[src/rtl/chull_pkg.sv]
// Types shared by the convex hull block: port words and the controller/datapath
// command and status groups. No dependencies.
package chull_pkg;

  typedef struct packed {
    logic signed [15:0] point_x;
    logic signed [15:0] point_y;
    logic               last_point;
  } point_t;

  typedef struct packed {
    logic [6:0]         vertex_number;
    logic signed [15:0] vertex_x;
    logic signed [15:0] vertex_y;
    logic               last_vertex;
  } vertex_t;

  typedef struct packed {
    logic load;
    logic sort_rd;
    logic sort_latch;
    logic scan;
    logic sort_write;
    logic hull_init;
    logic fetch_ord;
    logic fetch_pt;
    logic latch_cur;
    logic stack_rd_top;
    logic diff;
    logic mul;
    logic pop;
    logic push;
    logic emit_init;
    logic emit_rd;
    logic emit_load;
    logic finish;
  } cmd_t;

  typedef struct packed {
    logic j_last;
    logic i_last;
    logic test_ok;
    logic clockwise;
    logic hull_done;
    logic emit_done;
    logic out_free;
  } stat_t;

endpackage

[src/rtl/chull_ctrl.sv]
// Sequencer of the convex hull block: load, sort, hull passes and emission.
// Drives chull_dp through the command group of chull_pkg.
module chull_ctrl (
  input  logic             clk,
  input  logic             rst,
  input  logic             accept,
  input  logic             last_point,
  input  chull_pkg::stat_t stat,
  output chull_pkg::cmd_t  cmd,
  output logic             busy
);
  import chull_pkg::*;

  localparam logic [4:0] LOAD    = 5'd0;
  localparam logic [4:0] SORT_I  = 5'd1;
  localparam logic [4:0] SORT_IW = 5'd2;
  localparam logic [4:0] SORT_J  = 5'd3;
  localparam logic [4:0] SORT_JE = 5'd4;
  localparam logic [4:0] SORT_W  = 5'd5;
  localparam logic [4:0] H_F1    = 5'd6;
  localparam logic [4:0] H_F2    = 5'd7;
  localparam logic [4:0] H_F3    = 5'd8;
  localparam logic [4:0] H_TEST  = 5'd9;
  localparam logic [4:0] H_TW    = 5'd10;
  localparam logic [4:0] H_MUL   = 5'd11;
  localparam logic [4:0] H_CMP   = 5'd12;
  localparam logic [4:0] H_PUSH  = 5'd13;
  localparam logic [4:0] E_INIT  = 5'd14;
  localparam logic [4:0] E_RD    = 5'd15;
  localparam logic [4:0] E_W     = 5'd16;

  logic [4:0] state, state_next;

  always_ff @(posedge clk) begin
    if (rst) state <= LOAD;
    else     state <= state_next;
  end

  assign busy = (state != LOAD);

  always_comb begin
    cmd        = '0;
    state_next = state;
    case (state)
      LOAD: begin
        if (accept) begin
          cmd.load = 1'b1;
          if (last_point) state_next = SORT_I;
        end
      end
      SORT_I: begin
        cmd.sort_rd = 1'b1;
        state_next  = SORT_IW;
      end
      SORT_IW: begin
        cmd.sort_latch = 1'b1;
        state_next     = SORT_J;
      end
      SORT_J: begin
        cmd.scan = 1'b1;
        if (stat.j_last) state_next = SORT_JE;
      end
      SORT_JE: state_next = SORT_W;
      SORT_W: begin
        cmd.sort_write = 1'b1;
        if (stat.i_last) begin
          cmd.hull_init = 1'b1;
          state_next    = H_F1;
        end else begin
          state_next = SORT_I;
        end
      end
      H_F1: begin
        cmd.fetch_ord = 1'b1;
        state_next    = H_F2;
      end
      H_F2: begin
        cmd.fetch_pt = 1'b1;
        state_next   = H_F3;
      end
      H_F3: begin
        cmd.latch_cur = 1'b1;
        state_next    = H_TEST;
      end
      H_TEST: begin
        if (stat.test_ok) begin
          cmd.stack_rd_top = 1'b1;
          state_next       = H_TW;
        end else begin
          state_next = H_PUSH;
        end
      end
      H_TW: begin
        cmd.diff   = 1'b1;
        state_next = H_MUL;
      end
      H_MUL: begin
        cmd.mul    = 1'b1;
        state_next = H_CMP;
      end
      H_CMP: begin
        if (stat.clockwise) begin
          cmd.pop    = 1'b1;
          state_next = H_TEST;
        end else begin
          state_next = H_PUSH;
        end
      end
      H_PUSH: begin
        cmd.push   = 1'b1;
        state_next = stat.hull_done ? E_INIT : H_F1;
      end
      E_INIT: begin
        cmd.emit_init = 1'b1;
        state_next    = E_RD;
      end
      E_RD: begin
        if (stat.emit_done) begin
          cmd.finish = 1'b1;
          state_next = LOAD;
        end else if (stat.out_free) begin
          cmd.emit_rd = 1'b1;
          state_next  = E_W;
        end
      end
      E_W: begin
        cmd.emit_load = 1'b1;
        state_next    = E_RD;
      end
      default: state_next = LOAD;
    endcase
  end

endmodule

[config.mk]
export PLATFORM = sky130hd
export DESIGN_NAME = chull_ctrl
export DESIGN_NICKNAME = d
export VERILOG_FILES = /design/src/rtl/chull_pkg.sv /design/src/rtl/chull_ctrl.sv
export SDC_FILE = /design/constraint.sdc
export NUM_CORES = 1
export LEC_CHECK = 0
export BUFFER_PORTS_ARGS = -buffer_cell sky130_fd_sc_hd__buf_2
export CAP_MARGIN = 20
export CORE_AREA = 2 2 39 41
export CTS_BUF_LIST = sky130_fd_sc_hd__clkbuf_4 sky130_fd_sc_hd__clkbuf_8
export CTS_CLUSTER_SIZE = 28
export DETAILED_ROUTE_END_ITERATION = 10
export DIE_AREA = 0 0 41 43
export PLACE_DENSITY = 0.75
export SYNTH_ARGS = -nofsm -noshare
export SYNTH_HDL_FRONTEND = slang
export SYNTH_SLANG_ARGS = --single-unit
[constraint.sdc]
create_clock -name clk -period 1.6 [get_ports clk]
set_input_delay 0.24 -clock clk [delete_from_list [all_inputs] [get_ports clk]]
set_output_delay 0.24 -clock clk [all_outputs]
set_load 0.02 [all_outputs]
Word level (Yosys, flattened, before mapping):

Cells that the tools add are included.
Widths: inputs -> output; s select.

* register bits: 5
* bits of input ports: 11
* output and inout port bits: 19
* word-level logic and storage cells: 59

* eq/ne operators: 20
* mux-type cells: 34
* reductions and logical operators: 4

Operators by type and width (number)
* $pmux 5 s16: 1
* $eq 5x4->1 const B: 8
* $mux 5: 5
* $mux 1: 23
* $eq 5x3->1 const B: 4
* $eq 5x2->1 const B: 2
* $mux 3: 3
* $ne 2x2->1 const B: 3
* $eq 5x1->1 const B: 1
* $eq 5x5->1 const B: 1
* $logic_not 5->1: 1
* $reduce_bool 5->1: 1
* $mux 4: 1
* $reduce_and 4->1: 1
* $ne 3x3->1 const B: 1
* $mux 2: 1
* $reduce_or 2->1: 1

Depth between registers and ports, before layout:

Gate-level depths: netlist of the first run.

* word-level depth: 3
* depth in mapped cells: 6
* gate-level depth less buffers: 4

Worst setup path after synthesis of the first run:

No wires, ideal clock.

* path type: flip-flop to output port
* start: register state[0]
* end: output cmd[12] in the netlist's numbering
* arrival time: 1486 ps
* data required time: 1360 ps
* slack: -126 ps
* cell stages (with the launch flop): 5
* path buffers: 1
* cells stage by stage: dfxtp_1 -> buf_2 -> nand2b_1 -> nor3_1 -> and2_1

RTL lines
* start, declared: RTL line chull_ctrl.sv:32 `logic [4:0] state, state_next;`
* start signal, assigned: RTL line chull_ctrl.sv:36 `else state <= state_next;`
* end, declared: RTL line chull_ctrl.sv:9 `output chull_pkg::cmd_t cmd,`

==> results of run 1 <==
-- through the flow --
stage               std cells  setup slack, ns  power, mW
floorplan                  80           0.0337      0.377
global placement          125            0.116      0.456
detailed placement        125            0.110      0.463
CTS                       133         0.000885      0.656
global route              135          -0.0684      0.746
finish                    135          -0.0186      0.702
-- layer usage --
| layer | GRT usage [%] | up-vias |
|---|---|---|
| met4 | 10.0 | 0 |
| met2 | 34.7 | 31 |
| li1 | - | 364 |
| met3 | 4.71 | 5 |
| met1 | 30.0 | 349 |
| met5 | 0 | - |
-- power groups by stage --
stage                     Sequential, mW  Clock [mW]  Combinational (mW)
after floorplan                    0.148           0               0.229
final                              0.194       0.171               0.338
after global placement             0.179           0               0.277
after detailed placement           0.183           0               0.280
after global routing               0.197       0.179               0.370
after CTS                          0.183       0.175               0.298
-- path summary, 6_finish.rpt --
path | from | to | slack (ns)
worst max register to register | state[4]$_SDFFE_PP0P_ | state[2]$_SDFFE_PP0P_ | 0.12
worst max-delay path | state[3]$_SDFFE_PP0P_ | cmd[15] | -0.02
worst min-delay path | rst | state[0]$_SDFFE_PP0P_ | 0.21
worst min register to register | state[4]$_SDFFE_PP0P_ | state[3]$_SDFFE_PP0P_ | 0.62
-- cell usage after synthesis --
library cell / count
a211oi_1: 2
a21boi_0: 1
a21oi_1: 3
a311oi_1: 1
a31oi_1: 2
and2_1: 4
and3_1: 1
and3b_1: 2
buf_2: 4
buf_4: 2
dfxtp_1: 5
inv_1: 1
mux2i_1: 2
nand2_1: 6
nand2b_1: 4
nand3b_1: 1
nor2_1: 13
nor2b_1: 2
nor3_1: 9
nor3_2: 1
nor3b_1: 1
nor4_1: 1
nor4_2: 1
o21ai_0: 1
o21ai_1: 1
o21bai_1: 1
o31ai_1: 1
o32ai_1: 1
or2_2: 1
or3_1: 1
or3_4: 1
or3b_1: 2
or3b_4: 1
-- worst max-delay path, cell delays in order, from the launching register on --
cell and delay [ns]:
dfxtp_4 0.35, buf_6 0.12, or3_4 0.38, nor2_1 0.12, buf_4 0.15
-- final cells by class --
type | instances | area share, %
Tap cell | 16 | 2.24
Sequential cell | 5 | 13.3
Timing Repair Buffer | 41 | 30.1
Multi-Input combinational cell | 68 | 50.6
Clock buffer | 4 | 3.36
Inverter | 1 | 0.420
-- logic make-up (layout without fill, tap and decap cells) --
family                 Yosys count  in the layout  share of synthesized area, %
multiplexers                     2              2                          3.64
buffers and inverters            7             46                          7.04
AO/OA/AOI/OAI                   14             14                          16.8
flip-flops                       5              5                          18.2
AND/OR/NAND/NOR                 52             52                          54.3
-- what timing repair did --
item | 4_1_cts | 5_1_grt
setup endpoints to repair | 17 | 16
pin swaps | 3 | 3
setup buffers | 4 | 2
resized for setup | 13 | 19
==> metrics.cfg, run 1 <==
[status]
outcome = finished, violations left
violations = negative setup slack

[grt]
grt_pass1_vias = 666
antenna_found_initial = 0
grt.overflow.total = 0
grt_util_all_layers_pct = 22.9
grt_max_degree = 13
grt_first_pass_wirelength_mm = 2.80

[route]
route.vias.total = 749
topRoutingLayerUsed = met4
via_per_inst = 5.55
routed_wl_mm = 1.86
drt-wirelength-per-cell_um = 13.8
drc = 0
postRouteAntennaNets = 0
met2_length_um = 925
drt_pass1_iterations = 4
wl_met1_um = 777
wl_met3_um = 119
drtIter0Drc = 24

[finish]
fin_area_um2 = 893
nets = 131
post-route-util_pct = 64.6
multi_input_area_um2 = 452
register_area_um2 = 119
area.growth.synth_to_final_pct = 62.3
final_common_cell = buf_2
largest_register = state
fillers = 131
largest_reg_flops = 5
drive_gt1_share_pct = 54.6
final_cell_mix = 20 x buf_2, 18 x buf_4, 9 x nor2_1, 6 x nand2_1, 6 x nor3_1
antennaDiodeCount = 0
top_regs = state x5

[sta]
fin_crit_ns = 1.62
grt_setup_unrepaired = true
hold_viol_final = 0
hold_ws_ns = 0.209
tightest_slew_ns = 0.300
fin_crit_sh_pct = 101
tns_ns = -0.0186
setup_viol = 1
maxSlewHeadroom_pct = 79.8
setup_ws_ns = -0.0186
max_clock_freq_ghz = 0.618
clock_skew_ns = 0.00409
slew_violations = 0

[clock_network]
clk_pin_slew_ns = 0.04
cts_root_buffer = clkbuf_4
cts_sinks = 5
clock_path_buffers = 2
worstSkewPairLatency_ns = 0.25
cts_hold_buf = 0
htree_num_levels = 1
cts_tree = yes
cts_buffers = 3

[pwr]
clockPowerShare_pct = 24.3
seq_power_share_pct = 27.6
p_sw_share_pct = 40.9
p_sw_mw = 0.287
p_leak_nw = 0.404
comb_power_share_pct = 48.1
peakVddDrop_mv = 0.487
p_int_mw = 0.415
powerDensity_nw_per_um2 = 786

[worst_setup_path]
cp.arrival_ns = 1.38
cp_data_required_time_ns = 1.36
worst_setup_path_start_kind = register
path_class = register to output port
crit_path_end_kind = output port
path_max_fanout = 5
reg2regPathDepth = 5

[placement]
dp_hpwl_mm = 1.24
io_buffers = 29
gp_congestion = 0.915
placed_area_um2 = 731

[min_path]
hold_class = primary input to register
hold_path_depth = 2

[yosys]
netlist_area_um2 = 551
yosysWarningCount = 0
synth_cell_types = 33
yosysSeqAreaShare_pct = 18.2
postSynthCellCount = 80
yosysTopAreaCell = dfxtp_1
synth.avg_cell_area_um2 = 6.88
syn_nets = 91
netlist.area_leader.share_pct = 18.2
yosys-top-cells-area = dfxtp_1 18%, nor2_1 8.9%, nor3_1 8.2%
ys_ff_latch = 5

[run]
max_cap_viol_count = 0

[floorplanning]
die_h_um = 43
io-pin-count = 30
start_util_pct = 39.8
die_x_um = 41
core.rowCount = 14
core_area_um2 = 1380
fp.dieArea_um2 = 1760

Power figures use the tool's default switching activity.
==> run 2, diff against run 1 <==
--- a/config.mk
+++ b/config.mk
@@ -5,14 +5,13 @@
 export SDC_FILE = /design/constraint.sdc
 export NUM_CORES = 1
 export LEC_CHECK = 0
-export BUFFER_PORTS_ARGS = -buffer_cell sky130_fd_sc_hd__buf_2
 export CAP_MARGIN = 20
 export CORE_AREA = 2 2 39 41
 export CTS_BUF_LIST = sky130_fd_sc_hd__clkbuf_4 sky130_fd_sc_hd__clkbuf_8
 export CTS_CLUSTER_SIZE = 28
 export DETAILED_ROUTE_END_ITERATION = 10
 export DIE_AREA = 0 0 41 43
-export PLACE_DENSITY = 0.75
+export DONT_BUFFER_PORTS = 1
 export SYNTH_ARGS = -nofsm -noshare
 export SYNTH_HDL_FRONTEND = slang
 export SYNTH_SLANG_ARGS = --single-unit
==> run 2 against run 1 <==
First-iteration DRC count shrank 42%; total power shrank 6.1%; register-to-register slack is essentially flat; critical endpoint unchanged; clock skew grew 0.0020 ns; design area shrank 8.8%; the flow still finishes with violations (negative setup slack); fmax grew 0.69%; setup slack gained 0.011 ns; count of clock-buffer cells in the layout is the same.
==> metrics.cfg, run 2 (same netlist as run 1, synthesis figures left out) <==
[status]
violations = negative setup slack
outcome = finished, violations left

[placement]
placed_cells = 110  ; -12%
pre_cts_ws_ns = 0.137  ; +0.0268 ns
gp_congestion = 0.842  ; -8.0%
io_buffers = 0  ; -100%
dp_hpwl_mm = 1.13  ; -8.8%

[floorplanning]
start_util_pct = 39.8  ; unchanged
die_h_um = 43  ; unchanged
core_area_um2 = 1380  ; unchanged
core.rowCount = 14  ; unchanged
die_x_um = 41  ; unchanged
fp.dieArea_um2 = 1760  ; unchanged
io-pin-count = 30  ; unchanged

[grt]
met2_usage_pct = 30.6  ; -4.1 points
grt_use_met3_pct = 4.19  ; -0.52 points
grt_first_pass_wirelength_mm = 2.48  ; -11%
grt_util_all_layers_pct = 19.8  ; -3.2 points
grt.overflow.total = 0  ; unchanged
grt_busiest_layer = met2
use_met1_pct = 26.3  ; -3.7 points
grt_max_degree = 18  ; +5
antenna_found_initial = 0  ; unchanged
grt_pass1_vias = 569  ; -15%

[sta]
setup_ws_ns = -0.00741  ; +0.0112 ns
grt_setup_unrepaired = true
fin_crit_ns = 1.61  ; -0.0112 ns
max_clock_freq_ghz = 0.622  ; +0.69%
hold_viol_final = 0  ; unchanged
fin_crit_sh_pct = 100  ; -0.70 points
slew_violations = 0  ; unchanged
setup_viol = 1  ; unchanged
maxSlewHeadroom_pct = 78.8  ; -1.0 points
clock_skew_ns = 0.00611  ; +0.00202 ns
tightest_slew_ns = 0.315  ; +0.0149 ns

[finish]
nets = 112  ; -15%
final_cell_mix = 16 x buf_4, 9 x nor2_1, 6 x nand2_1, 6 x nor3_1
drive_gt1_share_pct = 45.0  ; -9.6 points
antennaDiodeCount = 0  ; unchanged
largest_reg_flops = 5  ; unchanged
largest_register = state
fin_cells = 116  ; -14%
final_common_cell = buf_4
fillers = 138  ; +5.3%
area.growth.synth_to_final_pct = 48.0
top_regs = state x5

[worst_setup_path]
path_class = register to output port
slowest_delay_ns = 0.41  ; +0.03 ns
cp.arrival_ns = 1.37  ; about the same
path_depth = 4  ; unchanged
reg2regPathDepth = 6  ; +1
worstPathCellList = buf_12 -> or3_4 -> nor2_2 -> buf_6
cp_data_required_time_ns = 1.36  ; about the same
r2r_end = state[0]$_SDFFE_PP0P_
path_delay_family = simple AND/OR/NAND/NOR gates
worst_setup_path_start_kind = register
critPathSlowestCell = or3_4
path_max_fanout = 11  ; +6
r2r_start = state[3]$_SDFFE_PP0P_
cp_num_buf_inv = 2  ; unchanged
rrSetupSlack_ns = 0.12  ; about the same
critPathLaunch = state[3]$_SDFFE_PP0P_
crit_path_end_kind = output port

[route]
routed_wl_mm = 1.58  ; -15%
route.vias.total = 634  ; -15%
via_per_inst = 5.47  ; -1.5%
postRouteAntennaNets = 0  ; unchanged
drt_pass1_iterations = 4  ; unchanged
drtIter0Drc = 14  ; -42%
drc = 0  ; unchanged
drt-wirelength-per-cell_um = 13.6  ; -0.86%

[min_path]
hold_start = rst
hold_class = primary input to register
hold_end = state[3]$_SDFFE_PP0P_
hold_path_depth = 1  ; -1

[run]
max_cap_viol_count = 0  ; unchanged

[pwr]
peakVddDrop_mv = 0.434  ; -11%
p_leak_nw = 0.324  ; -20%
powerDensity_nw_per_um2 = 809  ; +3.0%

[clock_network]
worstSkewPairLatency_ns = 0.24  ; about the same
clk_pin_slew_ns = 0.05  ; about the same
cts_buffers = 3  ; unchanged
cts_tree = yes
cts_root_buffer = clkbuf_4
htree_num_levels = 1  ; unchanged
clock_path_buffers = 2  ; unchanged
cts_sinks = 5  ; unchanged
cts_hold_buf = 0  ; unchanged

==> run 2: changes by cell type in the layout (fill, tap and decap cells not counted) <==
cell      delta
dfxtp_4      -3
buf_12       +2
nand2b_2     -1
nor4_1       +1
buf_2       -20
and2_1       -1
nor4_2       -1
dfxtp_2      +3
buf_6        +1
nand2b_1     +1
and2_2       +1
buf_4        -2
==> run 2: repair_timing <==
item	4_1_cts	5_1_grt
gates cloned	0	0
pin swaps	1	3
endpoints found under the setup margin	14	9
resized for setup	9	11
setup buffers	0	2
==> run 2: how the worst max path moves through the flow <==
| stage | end | slack (ns) |
|---|---|---|
| final | cmd[15] | -0.007 |
| after CTS | cmd[8] | -0.003 |
| after detailed placement | cmd[12] | 0.14 |
| after floorplan | cmd[8] | 0.03 |
| after global placement | cmd[8] | 0.14 |
| after global routing | cmd[15] | -0.04 |
==> run 2: per-stage QoR <==
| step | area [um^2] | util, % | hold WS, ns | TNS [ns] | power [mW] |
|---|---|---|---|---|---|
| floorplan | 556 | - | 0.309 | 0 | 0.377 |
| global placement | 703 | 50.8 | 0.312 | 0 | 0.458 |
| detailed placement | 703 | 50.8 | 0.312 | 0 | 0.464 |
| CTS | 756 | 54.6 | 0.0552 | -0.00282 | 0.632 |
| global route | 815 | 58.9 | 0.0580 | -0.148 | 0.708 |
| finish | 815 | 58.9 | 0.0583 | -0.00741 | 0.659 |
==> run 2: area by class of cell <==
cell class                 instances  area (um^2)  share of cell area [%]
clock buffer                       4         30.0                    3.69
timing repair buffer              22          205                    25.2
inverter                           1         3.75                   0.461
multi-input combinational         68          444                    54.5
tap                               16         20.0                    2.46
sequential                         5          111                    13.7
==> run 2: worst reg2reg max path: cells and delay by family (launching register included) <==
family / cells / cell delay (ns)
flops: 1 / 0.33
simple gates: 1 / 0.36
compound gates: 3 / 0.45
buf+inv: 2 / 0.27
==> run 2: report_power, final <==
| group | internal, mW | total [mW] | switching, mW |
|---|---|---|---|
| Sequential | 0.145 | 0.186 | 0.0408 |
| Combinational | 0.142 | 0.315 | 0.172 |
| Clock | 0.111 | 0.159 | 0.0478 |
==> run 2: layer usage <==
metal | part of all wire, % | wire [um]
met1 | 44 | 702
met4 | 0.88 | 14
met5 | 0 | 0
met3 | 3.6 | 57
met2 | 51 | 807
